===== config.mk =====
export PLATFORM = sky130hd
export DESIGN_NAME = lru_key_value_cache_unit_flat
export DESIGN_NICKNAME = d
export VERILOG_FILES = /design/src/lkv_pkg.sv /design/src/lkv_req_if.sv /design/src/lkv_rsp_if.sv /design/src/lkv_cfg_if.sv /design/src/lkv_match.sv /design/src/lkv_store.sv /design/src/lru_key_value_cache_unit.sv /design/src/flat_wrapper.sv
export SDC_FILE = /design/constraint.sdc
export NUM_CORES = 2
export LEC_CHECK = 0
export BUFFER_PORTS_ARGS = -buffer_cell sky130_fd_sc_hd__buf_2
export CORE_MARGIN = 2
export CORE_UTILIZATION = 30
export CTS_CLUSTER_DIAMETER = 40
export DETAILED_ROUTE_END_ITERATION = 8
export MAX_ROUTING_LAYER = met4
export SYNTH_ARGS = -nofsm -noshare
export SYNTH_HDL_FRONTEND = slang
export SYNTH_SLANG_ARGS = --single-unit

===== constraint.sdc =====
create_clock -name clk_i -period 7 [get_ports clk_i]
set_input_delay 0.7 -clock clk_i [delete_from_list [all_inputs] [get_ports clk_i]]
set_output_delay 0.7 -clock clk_i [all_outputs]
set_load 0.01 [all_outputs]

===== src/lkv_pkg.sv =====
package lkv_pkg;

  localparam int unsigned CAP_W = 5;
  localparam logic [CAP_W-1:0] CAP_RESET = 5'd16;

  localparam logic REQ_GET = 1'b0;
  localparam logic REQ_PUT = 1'b1;

  typedef struct packed {
    logic found;
    logic install;
    logic evict;
  } lkv_dec_t;

endpackage


===== src/lkv_req_if.sv =====
interface lkv_req_if #(
  parameter int unsigned KEY_BITS   = 32,
  parameter int unsigned VALUE_BITS = 32
) ();
  logic                         valid;
  logic                         ready;
  logic                         req_type;
  logic signed [KEY_BITS-1:0]   lookup_key;
  logic signed [VALUE_BITS-1:0] write_value;

  modport source (output valid, req_type, lookup_key, write_value, input ready);
  modport sink   (input valid, req_type, lookup_key, write_value, output ready);
endinterface


===== src/lkv_rsp_if.sv =====
interface lkv_rsp_if #(
  parameter int unsigned VALUE_BITS = 32
) ();
  logic                         valid;
  logic                         ready;
  logic                         found;
  logic signed [VALUE_BITS-1:0] read_value;
  logic                         evicted;

  modport source (output valid, found, read_value, evicted, input ready);
  modport sink   (input valid, found, read_value, evicted, output ready);
endinterface


===== src/lkv_cfg_if.sv =====
interface lkv_cfg_if ();
  logic                      valid;
  logic                      ready;
  logic [lkv_pkg::CAP_W-1:0] capacity_in_use;

  modport source (output valid, capacity_in_use, input ready);
  modport sink   (input valid, capacity_in_use, output ready);
endinterface


===== src/lkv_match.sv =====
module lkv_match #(
  parameter int unsigned SLOTS    = 16,
  parameter int unsigned KEY_BITS = 32,
  parameter int unsigned AGE_W    = 4,
  parameter int unsigned CNT_W    = 5
) (
  input  logic                               put_i,
  input  logic [KEY_BITS-1:0]                key_i,
  input  logic [lkv_pkg::CAP_W-1:0]          cap_i,
  input  logic [SLOTS-1:0]                   slot_valid_i,
  input  logic [SLOTS-1:0][KEY_BITS-1:0]     slot_key_i,
  input  logic [SLOTS-1:0][AGE_W-1:0]        slot_age_i,
  input  logic [CNT_W-1:0]                   fill_i,
  output logic [SLOTS-1:0]                   hit_oh_o,
  output logic [SLOTS-1:0]                   tgt_oh_o,
  output lkv_pkg::lkv_dec_t                  dec_o
);
  import lkv_pkg::*;

  localparam int unsigned CMP_W = (CNT_W > CAP_W) ? CNT_W : CAP_W;

  logic [CMP_W-1:0] cap_ext;
  logic [CMP_W-1:0] eff_cap;
  logic [CNT_W-1:0] fill_m1;
  logic [SLOTS-1:0] free;
  logic [SLOTS-1:0] free_first;
  logic [SLOTS-1:0] victim_oh;
  logic             use_free;
  logic             found;

  always_comb begin
    for (int i = 0; i < SLOTS; i++) begin
      hit_oh_o[i] = slot_valid_i[i] && (slot_key_i[i] == key_i);
    end
  end

  assign found = |hit_oh_o;

  // lowest free slot
  assign free       = ~slot_valid_i;
  assign free_first = free & (~free + SLOTS'(1));

  // oldest valid slot holds rank fill-1
  assign fill_m1 = fill_i - CNT_W'(1);
  always_comb begin
    for (int i = 0; i < SLOTS; i++) begin
      victim_oh[i] = slot_valid_i[i] && (slot_age_i[i] == fill_m1[AGE_W-1:0]);
    end
  end

  assign cap_ext = CMP_W'(cap_i);
  always_comb begin
    if (cap_ext == '0) begin
      eff_cap = CMP_W'(1);
    end else if (cap_ext > CMP_W'(SLOTS)) begin
      eff_cap = CMP_W'(SLOTS);
    end else begin
      eff_cap = cap_ext;
    end
  end

  assign use_free = (CMP_W'(fill_i) < eff_cap) && (|free);

  assign tgt_oh_o      = use_free ? free_first : victim_oh;
  assign dec_o.found   = found;
  assign dec_o.install = put_i && !found;
  assign dec_o.evict   = put_i && !found && !use_free;

endmodule


===== src/lkv_store.sv =====
module lkv_store #(
  parameter int unsigned SLOTS      = 16,
  parameter int unsigned KEY_BITS   = 32,
  parameter int unsigned VALUE_BITS = 32,
  parameter int unsigned AGE_W      = 4,
  parameter int unsigned CNT_W      = 5
) (
  input  logic                                clk_i,
  input  logic                                rst_ni,
  input  logic                                upd_i,
  input  logic                                put_i,
  input  logic [KEY_BITS-1:0]                 key_i,
  input  logic [VALUE_BITS-1:0]               value_i,
  input  logic [SLOTS-1:0]                    hit_oh_i,
  input  logic [SLOTS-1:0]                    tgt_oh_i,
  input  lkv_pkg::lkv_dec_t                   dec_i,
  output logic [SLOTS-1:0]                    slot_valid_o,
  output logic [SLOTS-1:0][KEY_BITS-1:0]      slot_key_o,
  output logic [SLOTS-1:0][AGE_W-1:0]         slot_age_o,
  output logic [CNT_W-1:0]                    fill_o,
  output logic [VALUE_BITS-1:0]               hit_value_o
);
  import lkv_pkg::*;

  logic [SLOTS-1:0]                 valid_q, valid_d;
  logic [SLOTS-1:0][AGE_W-1:0]      age_q, age_d;
  logic [SLOTS-1:0][KEY_BITS-1:0]   key_q;
  logic [SLOTS-1:0][VALUE_BITS-1:0] value_q;
  logic [CNT_W-1:0]                 fill_q, fill_d;
  logic [AGE_W-1:0]                 hit_age;

  always_comb begin
    hit_age     = '0;
    hit_value_o = '0;
    for (int i = 0; i < SLOTS; i++) begin
      if (hit_oh_i[i]) begin
        hit_age     = hit_age | age_q[i];
        hit_value_o = hit_value_o | value_q[i];
      end
    end
  end

  always_comb begin
    valid_d = valid_q;
    age_d   = age_q;
    fill_d  = fill_q;
    if (upd_i) begin
      for (int i = 0; i < SLOTS; i++) begin
        if (dec_i.found) begin
          if (hit_oh_i[i]) begin
            age_d[i] = '0;
          end else if (valid_q[i] && (age_q[i] < hit_age)) begin
            age_d[i] = age_q[i] + AGE_W'(1);
          end
        end else if (dec_i.install) begin
          if (tgt_oh_i[i]) begin
            valid_d[i] = 1'b1;
            age_d[i]   = '0;
          end else if (valid_q[i]) begin
            age_d[i] = age_q[i] + AGE_W'(1);
          end
        end
      end
      if (dec_i.install && !dec_i.evict) begin
        fill_d = fill_q + CNT_W'(1);
      end
    end
  end

  always_ff @(posedge clk_i or negedge rst_ni) begin
    if (!rst_ni) begin
      valid_q <= '0;
      age_q   <= '0;
      fill_q  <= '0;
    end else begin
      valid_q <= valid_d;
      age_q   <= age_d;
      fill_q  <= fill_d;
    end
  end

  always_ff @(posedge clk_i) begin
    for (int i = 0; i < SLOTS; i++) begin
      if (upd_i && dec_i.install && tgt_oh_i[i]) begin
        key_q[i]   <= key_i;
        value_q[i] <= value_i;
      end else if (upd_i && put_i && hit_oh_i[i]) begin
        value_q[i] <= value_i;
      end
    end
  end

  assign slot_valid_o = valid_q;
  assign slot_key_o   = key_q;
  assign slot_age_o   = age_q;
  assign fill_o       = fill_q;

endmodule


===== src/lru_key_value_cache_unit.sv =====
// Fully associative key-value cache with least-recently-used replacement. Each
// request beat is a get or a put; every request yields exactly one response beat,
// in order. Requests are taken one per cycle unless a stalled response holds the
// input register: a beat lands there, is matched against all SLOTS entries and
// updates the recency ranks together, and is answered from the output register.
// The one-cycle rate is set by the parallel key compare and rank update over all
// slots. A get that hits returns the value and makes the entry most recent; a
// miss returns all ones with found low. A put returns zero, sets found if the key
// was present and evicted if the least recent entry was replaced. capacity_in_use
// (0 acts as 1, values above SLOTS saturate) should only be written while idle.
module lru_key_value_cache_unit #(
  parameter int unsigned SLOTS      = 16,
  parameter int unsigned KEY_BITS   = 32,
  parameter int unsigned VALUE_BITS = 32
) (
  input  logic       clk_i,
  input  logic       rst_ni,
  lkv_req_if.sink    req_i,
  lkv_rsp_if.source  rsp_o,
  lkv_cfg_if.sink    cfg_i
);
  import lkv_pkg::*;

  localparam int unsigned AGE_W = (SLOTS > 1) ? $clog2(SLOTS) : 1;
  localparam int unsigned CNT_W = $clog2(SLOTS + 1);

  logic [CAP_W-1:0]      cap_q;

  logic                  in_vld_q, in_vld_d;
  logic                  put_q;
  logic [KEY_BITS-1:0]   key_q;
  logic [VALUE_BITS-1:0] wval_q;

  logic                  out_vld_q, out_vld_d;
  logic                  found_q;
  logic [VALUE_BITS-1:0] rval_q, rval_d;
  logic                  evict_q;

  logic                  proc;
  logic                  req_acc;

  logic [SLOTS-1:0]                 slot_valid;
  logic [SLOTS-1:0][KEY_BITS-1:0]   slot_key;
  logic [SLOTS-1:0][AGE_W-1:0]      slot_age;
  logic [CNT_W-1:0]                 fill;
  logic [SLOTS-1:0]                 hit_oh;
  logic [SLOTS-1:0]                 tgt_oh;
  lkv_dec_t                         dec;
  logic [VALUE_BITS-1:0]            hit_value;

  // config
  assign cfg_i.ready = 1'b1;

  always_ff @(posedge clk_i or negedge rst_ni) begin
    if (!rst_ni) begin
      cap_q <= CAP_RESET;
    end else if (cfg_i.valid) begin
      cap_q <= cfg_i.capacity_in_use;
    end
  end

  // handshake
  assign proc        = in_vld_q && (!out_vld_q || rsp_o.ready);
  assign req_i.ready = !in_vld_q || proc;
  assign req_acc     = req_i.valid && req_i.ready;

  always_comb begin
    in_vld_d = in_vld_q;
    if (req_acc) begin
      in_vld_d = 1'b1;
    end else if (proc) begin
      in_vld_d = 1'b0;
    end
    out_vld_d = out_vld_q;
    if (proc) begin
      out_vld_d = 1'b1;
    end else if (rsp_o.ready) begin
      out_vld_d = 1'b0;
    end
  end

  always_ff @(posedge clk_i or negedge rst_ni) begin
    if (!rst_ni) begin
      in_vld_q  <= 1'b0;
      out_vld_q <= 1'b0;
    end else begin
      in_vld_q  <= in_vld_d;
      out_vld_q <= out_vld_d;
    end
  end

  always_ff @(posedge clk_i) begin
    if (req_acc) begin
      put_q  <= (req_i.req_type == REQ_PUT);
      key_q  <= req_i.lookup_key;
      wval_q <= req_i.write_value;
    end
  end

  lkv_match #(
    .SLOTS    (SLOTS),
    .KEY_BITS (KEY_BITS),
    .AGE_W    (AGE_W),
    .CNT_W    (CNT_W)
  ) u_match (
    .put_i        (put_q),
    .key_i        (key_q),
    .cap_i        (cap_q),
    .slot_valid_i (slot_valid),
    .slot_key_i   (slot_key),
    .slot_age_i   (slot_age),
    .fill_i       (fill),
    .hit_oh_o     (hit_oh),
    .tgt_oh_o     (tgt_oh),
    .dec_o        (dec)
  );

  lkv_store #(
    .SLOTS      (SLOTS),
    .KEY_BITS   (KEY_BITS),
    .VALUE_BITS (VALUE_BITS),
    .AGE_W      (AGE_W),
    .CNT_W      (CNT_W)
  ) u_store (
    .clk_i        (clk_i),
    .rst_ni       (rst_ni),
    .upd_i        (proc),
    .put_i        (put_q),
    .key_i        (key_q),
    .value_i      (wval_q),
    .hit_oh_i     (hit_oh),
    .tgt_oh_i     (tgt_oh),
    .dec_i        (dec),
    .slot_valid_o (slot_valid),
    .slot_key_o   (slot_key),
    .slot_age_o   (slot_age),
    .fill_o       (fill),
    .hit_value_o  (hit_value)
  );

  always_comb begin
    if (put_q) begin
      rval_d = '0;
    end else if (dec.found) begin
      rval_d = hit_value;
    end else begin
      rval_d = '1;
    end
  end

  always_ff @(posedge clk_i) begin
    if (proc) begin
      found_q <= dec.found;
      rval_q  <= rval_d;
      evict_q <= dec.evict;
    end
  end

  assign rsp_o.valid      = out_vld_q;
  assign rsp_o.found      = found_q;
  assign rsp_o.read_value = rval_q;
  assign rsp_o.evicted    = evict_q;

endmodule

===== src/flat_wrapper.sv =====
// flat-port wrapper written by rule: the top's interface ports become plain ports
module lru_key_value_cache_unit_flat import lkv_pkg::*;
#(
  parameter int unsigned SLOTS      = 16,
  parameter int unsigned KEY_BITS   = 32,
  parameter int unsigned VALUE_BITS = 32
)
  (clk_i, rst_ni, req_i_valid, req_i_req_type, req_i_lookup_key, req_i_write_value, req_i_ready, rsp_o_valid, rsp_o_found, rsp_o_read_value, rsp_o_evicted, rsp_o_ready, cfg_i_valid, cfg_i_capacity_in_use, cfg_i_ready);
  lkv_req_if #(.KEY_BITS(KEY_BITS), .VALUE_BITS(VALUE_BITS)) req_i_i ();
  lkv_rsp_if #(.VALUE_BITS(VALUE_BITS)) rsp_o_i ();
  lkv_cfg_if cfg_i_i ();
  input  logic clk_i;
  input  logic rst_ni;
  input wire logic [$bits(req_i_i.valid)-1:0] req_i_valid;
  input wire logic [$bits(req_i_i.req_type)-1:0] req_i_req_type;
  input wire logic [$bits(req_i_i.lookup_key)-1:0] req_i_lookup_key;
  input wire logic [$bits(req_i_i.write_value)-1:0] req_i_write_value;
  output wire logic [$bits(req_i_i.ready)-1:0] req_i_ready;
  output wire logic [$bits(rsp_o_i.valid)-1:0] rsp_o_valid;
  output wire logic [$bits(rsp_o_i.found)-1:0] rsp_o_found;
  output wire logic [$bits(rsp_o_i.read_value)-1:0] rsp_o_read_value;
  output wire logic [$bits(rsp_o_i.evicted)-1:0] rsp_o_evicted;
  input wire logic [$bits(rsp_o_i.ready)-1:0] rsp_o_ready;
  input wire logic [$bits(cfg_i_i.valid)-1:0] cfg_i_valid;
  input wire logic [$bits(cfg_i_i.capacity_in_use)-1:0] cfg_i_capacity_in_use;
  output wire logic [$bits(cfg_i_i.ready)-1:0] cfg_i_ready;
  assign req_i_i.valid = req_i_valid;
  assign req_i_i.req_type = req_i_req_type;
  assign req_i_i.lookup_key = req_i_lookup_key;
  assign req_i_i.write_value = req_i_write_value;
  assign req_i_ready = req_i_i.ready;
  assign rsp_o_valid = rsp_o_i.valid;
  assign rsp_o_found = rsp_o_i.found;
  assign rsp_o_read_value = rsp_o_i.read_value;
  assign rsp_o_evicted = rsp_o_i.evicted;
  assign rsp_o_i.ready = rsp_o_ready;
  assign cfg_i_i.valid = cfg_i_valid;
  assign cfg_i_i.capacity_in_use = cfg_i_capacity_in_use;
  assign cfg_i_ready = cfg_i_i.ready;
  lru_key_value_cache_unit #(.SLOTS(SLOTS), .KEY_BITS(KEY_BITS), .VALUE_BITS(VALUE_BITS)) u_core (.clk_i(clk_i), .rst_ni(rst_ni), .req_i(req_i_i), .rsp_o(rsp_o_i), .cfg_i(cfg_i_i));
endmodule

Word-level counts from Yosys, hierarchy flattened
Cells that the tools add are included.
- magnitude comparators: 18
- add/sub/neg operators: 19
- muxes and demuxes: 168
- equal/unequal tests: 48
- bitwise operators: 34
- reductions and logical operators: 166
- operators with widths (cell ; count):
    $mux 32 ; 49
    $eq 32x32->1 ; 16
    $or 32x32->32 ; 15
    $mux 4 ; 112
    $reduce_and 4->1 ; 32
    $logic_and 1x1->1 ; 88
    $add 4x1->4 const B ; 16
    $eq 4x4->1 ; 16
    $lt 4x4->1 ; 16
    $or 4x4->4 ; 15
    $ne 3x3->1 const B ; 16
    $reduce_bool 3->1 ; 16
    $reduce_bool 2->1 ; 19
    $not 16->16 ; 2
    $reduce_or 16->1 ; 2
    $add 16x1->16 const B ; 1
    $and 16x16->16 ; 1
    $mux 16 ; 1
    $mux 5 ; 2
    $add 5x1->5 const B ; 1
    $gt 5x5->1 const B ; 1
    $logic_not 1->1 ; 5
    $logic_not 5->1 ; 1
    $lt 5x5->1 ; 1
    other kinds (5) ; 9
- word-level logic and storage cells: 527
- input bits: 75
- output and inout bits: 37
- bits in registers: 1215

Logic depth before layout (Yosys ltp)
- word-level depth: 38
- mapped depth: 21

Cells and area by module
Synthesis repeated with hierarchy kept, for this count alone.
- cells, all modules: 3231
- area total of the unflattened synthesis: 51169.1 µm²
- by module, submodules not included (module ; sequential area each (µm²) ; area an instance (µm²) ; cells an instance ; times used):
    lkv_store ; 32876.5 ; 40198.6 ; 2087 ; 1
    lkv_match ; 0.0 ; 7404.6 ; 955 ; 1
    lru_key_value_cache_unit ; 3149.3 ; 3565.9 ; 189 ; 1

Worst setup path before layout
Ideal clock, no wire load.
- path kind: register to register
- from: register u_core.key_q[22]
- to: register u_core.u_store.key_q, in the netlist u_core.u_store.slot_key_o[32] (enable)
- cell stages (with the launch flop): 13
- slack: 1.614 ns
- setup time: 0.471 ns
- arrival: 4.915 ns
- buffers on the path: 4
- period minus slack after synthesis: 5.386 ns
- cell sequence: edfxtp_1 buf_2 buf_2 xnor2_1 nand4_1 nor3_1 and4_1 clkbuf_1 nor4_1 and4_1 buf_6 nand3_1 a211oi_1
- longest elaborated chain between the ends: 7
- elaborated cells between the ends (all ways): 37
- classes of those cells: 16 x eq/ne; 21 x reduce/logical
- ends and longest elaborated chain (item ; line ; RTL):
    start, declared ; lru_key_value_cache_unit.sv:31 ; logic [KEY_BITS-1:0] key_q;
    start signal, assigned ; lru_key_value_cache_unit.sv:95 ; key_q <= req_i.lookup_key;
    $eq 32x32->1 ; lkv_match.sv:33 ; hit_oh_o[i] = slot_valid_i[i] && (slot_key_i[i] == key_i);
    $logic_and 1x1->1 ; lkv_match.sv:33 ;
    $reduce_or 16->1 * ; lkv_match.sv:37 ; assign found = |hit_oh_o;
    $logic_not 1->1 * ; lkv_match.sv:66 ; assign dec_o.install = put_i && !found;
    $logic_and 1x1->1 * ; lkv_match.sv:66 ;
    $logic_and 1x1->1 * (2 in a row) ; lkv_store.sv:84 ; if (upd_i && dec_i.install && tgt_oh_i[i]) begin
    end signal, assigned by index ; lkv_store.sv:85 ; key_q[i] <= key_i;
    end, declared ; lkv_store.sv:27 ; logic [SLOTS-1:0][KEY_BITS-1:0] key_q;
Mark *: on every way between the ends. The rest lies on a longest branch, timed or not.
A chain may end at the register's enable or synchronous reset.

Worst setup path after layout
- from: register u_core.key_q[20]
- to: register u_core.u_store.age_q, in the netlist u_core.u_store.slot_age_o[57]
- longest elaborated chain between the ends: 37
- elaborated cells between the ends (all ways): 74
- classes of those cells: 1 x order compare; 17 x eq/ne; 18 x mux; 15 x bitwise; 23 x reduce/logical
- ends and longest elaborated chain (item ; line ; RTL):
    $eq 32x32->1 ; lkv_match.sv:33 ;
    $logic_and 1x1->1 ; lkv_match.sv:33 ;
    $mux 4 ; lkv_store.sv:36 ; if (hit_oh_i[i]) begin
    $or 4x4->4 ; lkv_store.sv:37 ; hit_age = hit_age | age_q[i];
    $mux 4 ; lkv_store.sv:36 ;
    $or 4x4->4 ; lkv_store.sv:37 ;
    $mux 4 ; lkv_store.sv:36 ;
    $or 4x4->4 ; lkv_store.sv:37 ;
    [21 not listed] ; - ;
    $or 4x4->4 ; lkv_store.sv:37 ;
    $mux 4 ; lkv_store.sv:36 ;
    $or 4x4->4 ; lkv_store.sv:37 ;
    $mux 4 ; lkv_store.sv:36 ;
    $lt 4x4->1 ; lkv_store.sv:52 ; end else if (valid_q[i] && (age_q[i] < hit_age)) begin
    $logic_and 1x1->1 ; lkv_store.sv:52 ;
    $ne 3x3->1 (no source line) ; - ;
    $reduce_and 4->1 (no source line) ; - ;
    end signal, assigned ; lkv_store.sv:77 ; age_q <= age_d;
    end, declared ; lkv_store.sv:26 ; logic [SLOTS-1:0][AGE_W-1:0] age_q, age_d;
Parallel ways exist; a longest one is shown, timed or not.

==> run metrics <==
Worst Path Max Fanout 18; worst min-delay path class input port to flip-flop; synthesized cell area 51750 um2; DRT antenna net count 0; io pins 112; RD Place Congestion 0.9266; die width 419.3 um; cell count after synthesis 3434; vias in the first global route 31420; worst r2r path cells 17; CTS clk-pin slew, worst paths 0.06 ns; min-delay src req_i_write_value[28]; clock buffer count from CTS 141; Fill cells 16400; initial antenna violation count 2; leakage power 19.15 nW; yosys warns 0; clk root buf clkbuf_16; area added between synthesis and finish 16.49%; layout cells sized above 1 14.36%; largest net degree at the start of global routing 50; global-route wire length before repair 216200 um; RSZ-0062 raised after global routing no; origin of the critical flop-to-flop path u_core.key_q[20]; leading area contributor after synthesis edfxtp_1; Slew headroom 15.60%; Detailed Routing Iterations Pass 1 5; Final Cell Area 60280 um2; FF+latch count, synth 1215; initial DRC count 3148; Crit. End Element flip-flop; Power Density 309.4 nW/um2; Async SR Flop Fraction 7.572%; Worst EP required 7.70 ns; # DRC 0; Worst Setup Slack, final 1.216 ns; Sequential Area 36030 um2; CTS tree yes; achievable frequency 0.1729 GHz; post-CTS sizing 0; port bufs 110; syn_nets 3579; register area share after synthesis 69.62%; library cells used by synthesis 74; DR vias/cell 5.220; Place WS 1.355 ns; setup TNS 0 ns; Setup-failing EPs final 0; Worst-Margin Slew 1.266 ns; multi-input logic area 15120 um2; Peak VDD IR 0.2187 mV; grt ovf 0; gr usage total 17.19%; top cell type's share of synthesized area 65.17%; WHS Path Cells 1; flop2flop setup slack 1.22 ns; final WL 148400 um; Post-synth EDFFs 1123; Core ar. 171500 um2; final worst path period need 5.784 ns; Site Rows 152; Final Hold Slack 0.09989 ns; Final Hold Fails 0; R2R Path End u_core.u_store.slot_age_o[57]; CTS sink count 1215; Slew Limit Fails 0; DP HPWL 88670 um; routed len/inst 24.46 um; Hold EP u_core.wval_q[28]; most frequent cell after synthesis edfxtp_1; Post-synth top cells edfxtp_1 (1123), xnor2_1 (494), nand4_1 (226); Arr. time, crit path 6.48 ns; status finished, final reports clean; H-tree levels 4; CP Launch Type flip-flop; final clock skew 0.03388 ns; Synth Flop Type edfxtp_1; Final nets 3786; area post-placement 55680 um2; Die Ht 419.3 um; die area 175800 um2; final worst-path cycle share 82.62%; postcts setup bufs 0; Mean Syn Cell Area 15.07 um2; crit path kind flip-flop to flip-flop; synth top area cells edfxtp_1 (65%), xnor2_1 (8.4%), dfrtp_1 (4.4%); clk_lat worst skew 0.78 ns; Clock Path Buffers 3; via count 31660; Max-Cap Viols 0; initial core utilization 30.17%
per-stage QoR:
stage          cells  util, %  total power, mW
3_3_place_gp    5807    32.46            11.49
6_report        6065    35.14            18.65
5_1_grt         6065    35.14            19.31
2_1_floorplan   3434        -            10.53
4_1_cts         6063    35.14            18.74
3_5_place_dp    5807    32.46            11.55
state kept, by name, summed over array words and instances (netlist names):
signal,cells
u_core.u_store.fill_o,5
u_core.u_store.value_q,512
u_core.rsp_o.valid,1
u_core.rsp_o.found,1
u_core.wval_q,32
u_core.in_vld_q,1
u_core.u_store.slot_age_o,64
u_core.rsp_o.read_value,32
u_core.u_store.slot_valid_o,16
u_core.key_q,32
u_core.put_q,1
u_core.rsp_o.evicted,1
u_core.cap_q,5
u_core.u_store.slot_key_o,512
report_power, final:
part,switching [mW],leakage [nW],internal [mW]
logic,1.56,5.68,0.907
registers,0.518,11.3,8.45
clock network,3.05,2.20,4.17
layout by cell type, fill, tap and decap left out, types with 10 or more instances in the layout:
master / instances
edfxtp_1: 1123
xnor2_1: 493
nand4_1: 226
clkbuf_16: 143
buf_4: 123
nor2_1: 119
a22o_1: 117
buf_2: 109
a221oi_1: 102
xor2_1: 97
nand3_1: 95
dfrtp_1: 91
nand2_1: 79
a22oi_1: 76
ha_1: 70
nor4_1: 59
o21ai_0: 41
nor3_1: 39
a31oi_1: 35
nand2b_1: 32
a21oi_1: 30
inv_1: 25
or4_1: 23
clkbuf_1: 20
a211o_1: 18
a32o_1: 18
clkinv_1: 18
or2_2: 15
nor2_4: 15
clkinvlp_4: 15
nor4b_1: 14
clkinv_2: 14
a21o_1: 13
inv_6: 13
and3_1: 12
nor2b_1: 10
worst max path at each step:
stage,from,endpoint,slack (ns),cells after the start
floorplan,u_core.key_q[22],u_core.u_store.slot_key_o[32],1.61,12
global placement,u_core.key_q[20],u_core.u_store.slot_age_o[57],1.47,17
finish,u_core.key_q[20],u_core.u_store.slot_age_o[57],1.22,17
detailed placement,u_core.key_q[20],u_core.u_store.slot_age_o[53],1.36,17
CTS,u_core.key_q[20],u_core.u_store.slot_age_o[57],1.32,17
global route,u_core.key_q[20],u_core.u_store.slot_age_o[57],0.87,17
metal layers:
| layer | GRT usage [%] | vias to the layer above | wire length (um) |
|---|---|---|---|
| met2 | 27.96 | 1268 | 71890 |
| li1 | - | 13920 | - |
| met4 | 6.048 | 0 | 4855 |
| met5 | - | - | 0 |
| met3 | 2.819 | 274 | 9510 |
| met1 | 21.69 | 16200 | 62100 |
cell families after synthesis:
| kind of cell | share of synthesized area [%] |
|---|---|
| AO/OA/AOI/OAI | 7.923 |
| XOR/XNOR | 10.02 |
| adder cells (fa/ha/maj) | 1.692 |
| buffers and inverters | 1.651 |
| flip-flops | 69.62 |
| multiplexers | 0.2539 |
| other | 0.007247 |
| AND/OR/NAND/NOR | 8.835 |
critical path, stage by stage (launching register included):
cell and delay, ns:
edfxtp_1 1.16, buf_4 0.51, xnor2_1 0.23, nand4_1 0.13, or4_1 0.56, nor4_2 0.29
buf_4 0.23, a22o_1 0.16, a221oi_1 0.05, nand3_1 0.11, nor2_1 0.15, buf_4 0.25
ha_1 0.31, a2111oi_0 0.43, nand2b_1 0.11, a31oi_1 0.36, nor3b_1 0.40, a32o_1 0.23
layout make-up:
| cell class | count | share of cell area, % |
|---|---|---|
| Antenna cell | 2 | 0.008302 |
| Clock buffer | 165 | 6.106 |
| Clock inverter | 90 | 1.496 |
| Inverter | 27 | 0.1681 |
| Multi-Input combinational cell | 2019 | 25.08 |
| Sequential cell | 1215 | 59.76 |
| Tap cell | 2310 | 4.795 |
| Timing Repair Buffer | 237 | 2.586 |
what timing repair did:
item | 4_1_cts | 5_1_grt
hold endpoints to repair | 11 | 0
hold buffers | 1 | 0
setup endpoints to repair | 0 | 0
Note: power is estimated with default switching activity, not from simulation.
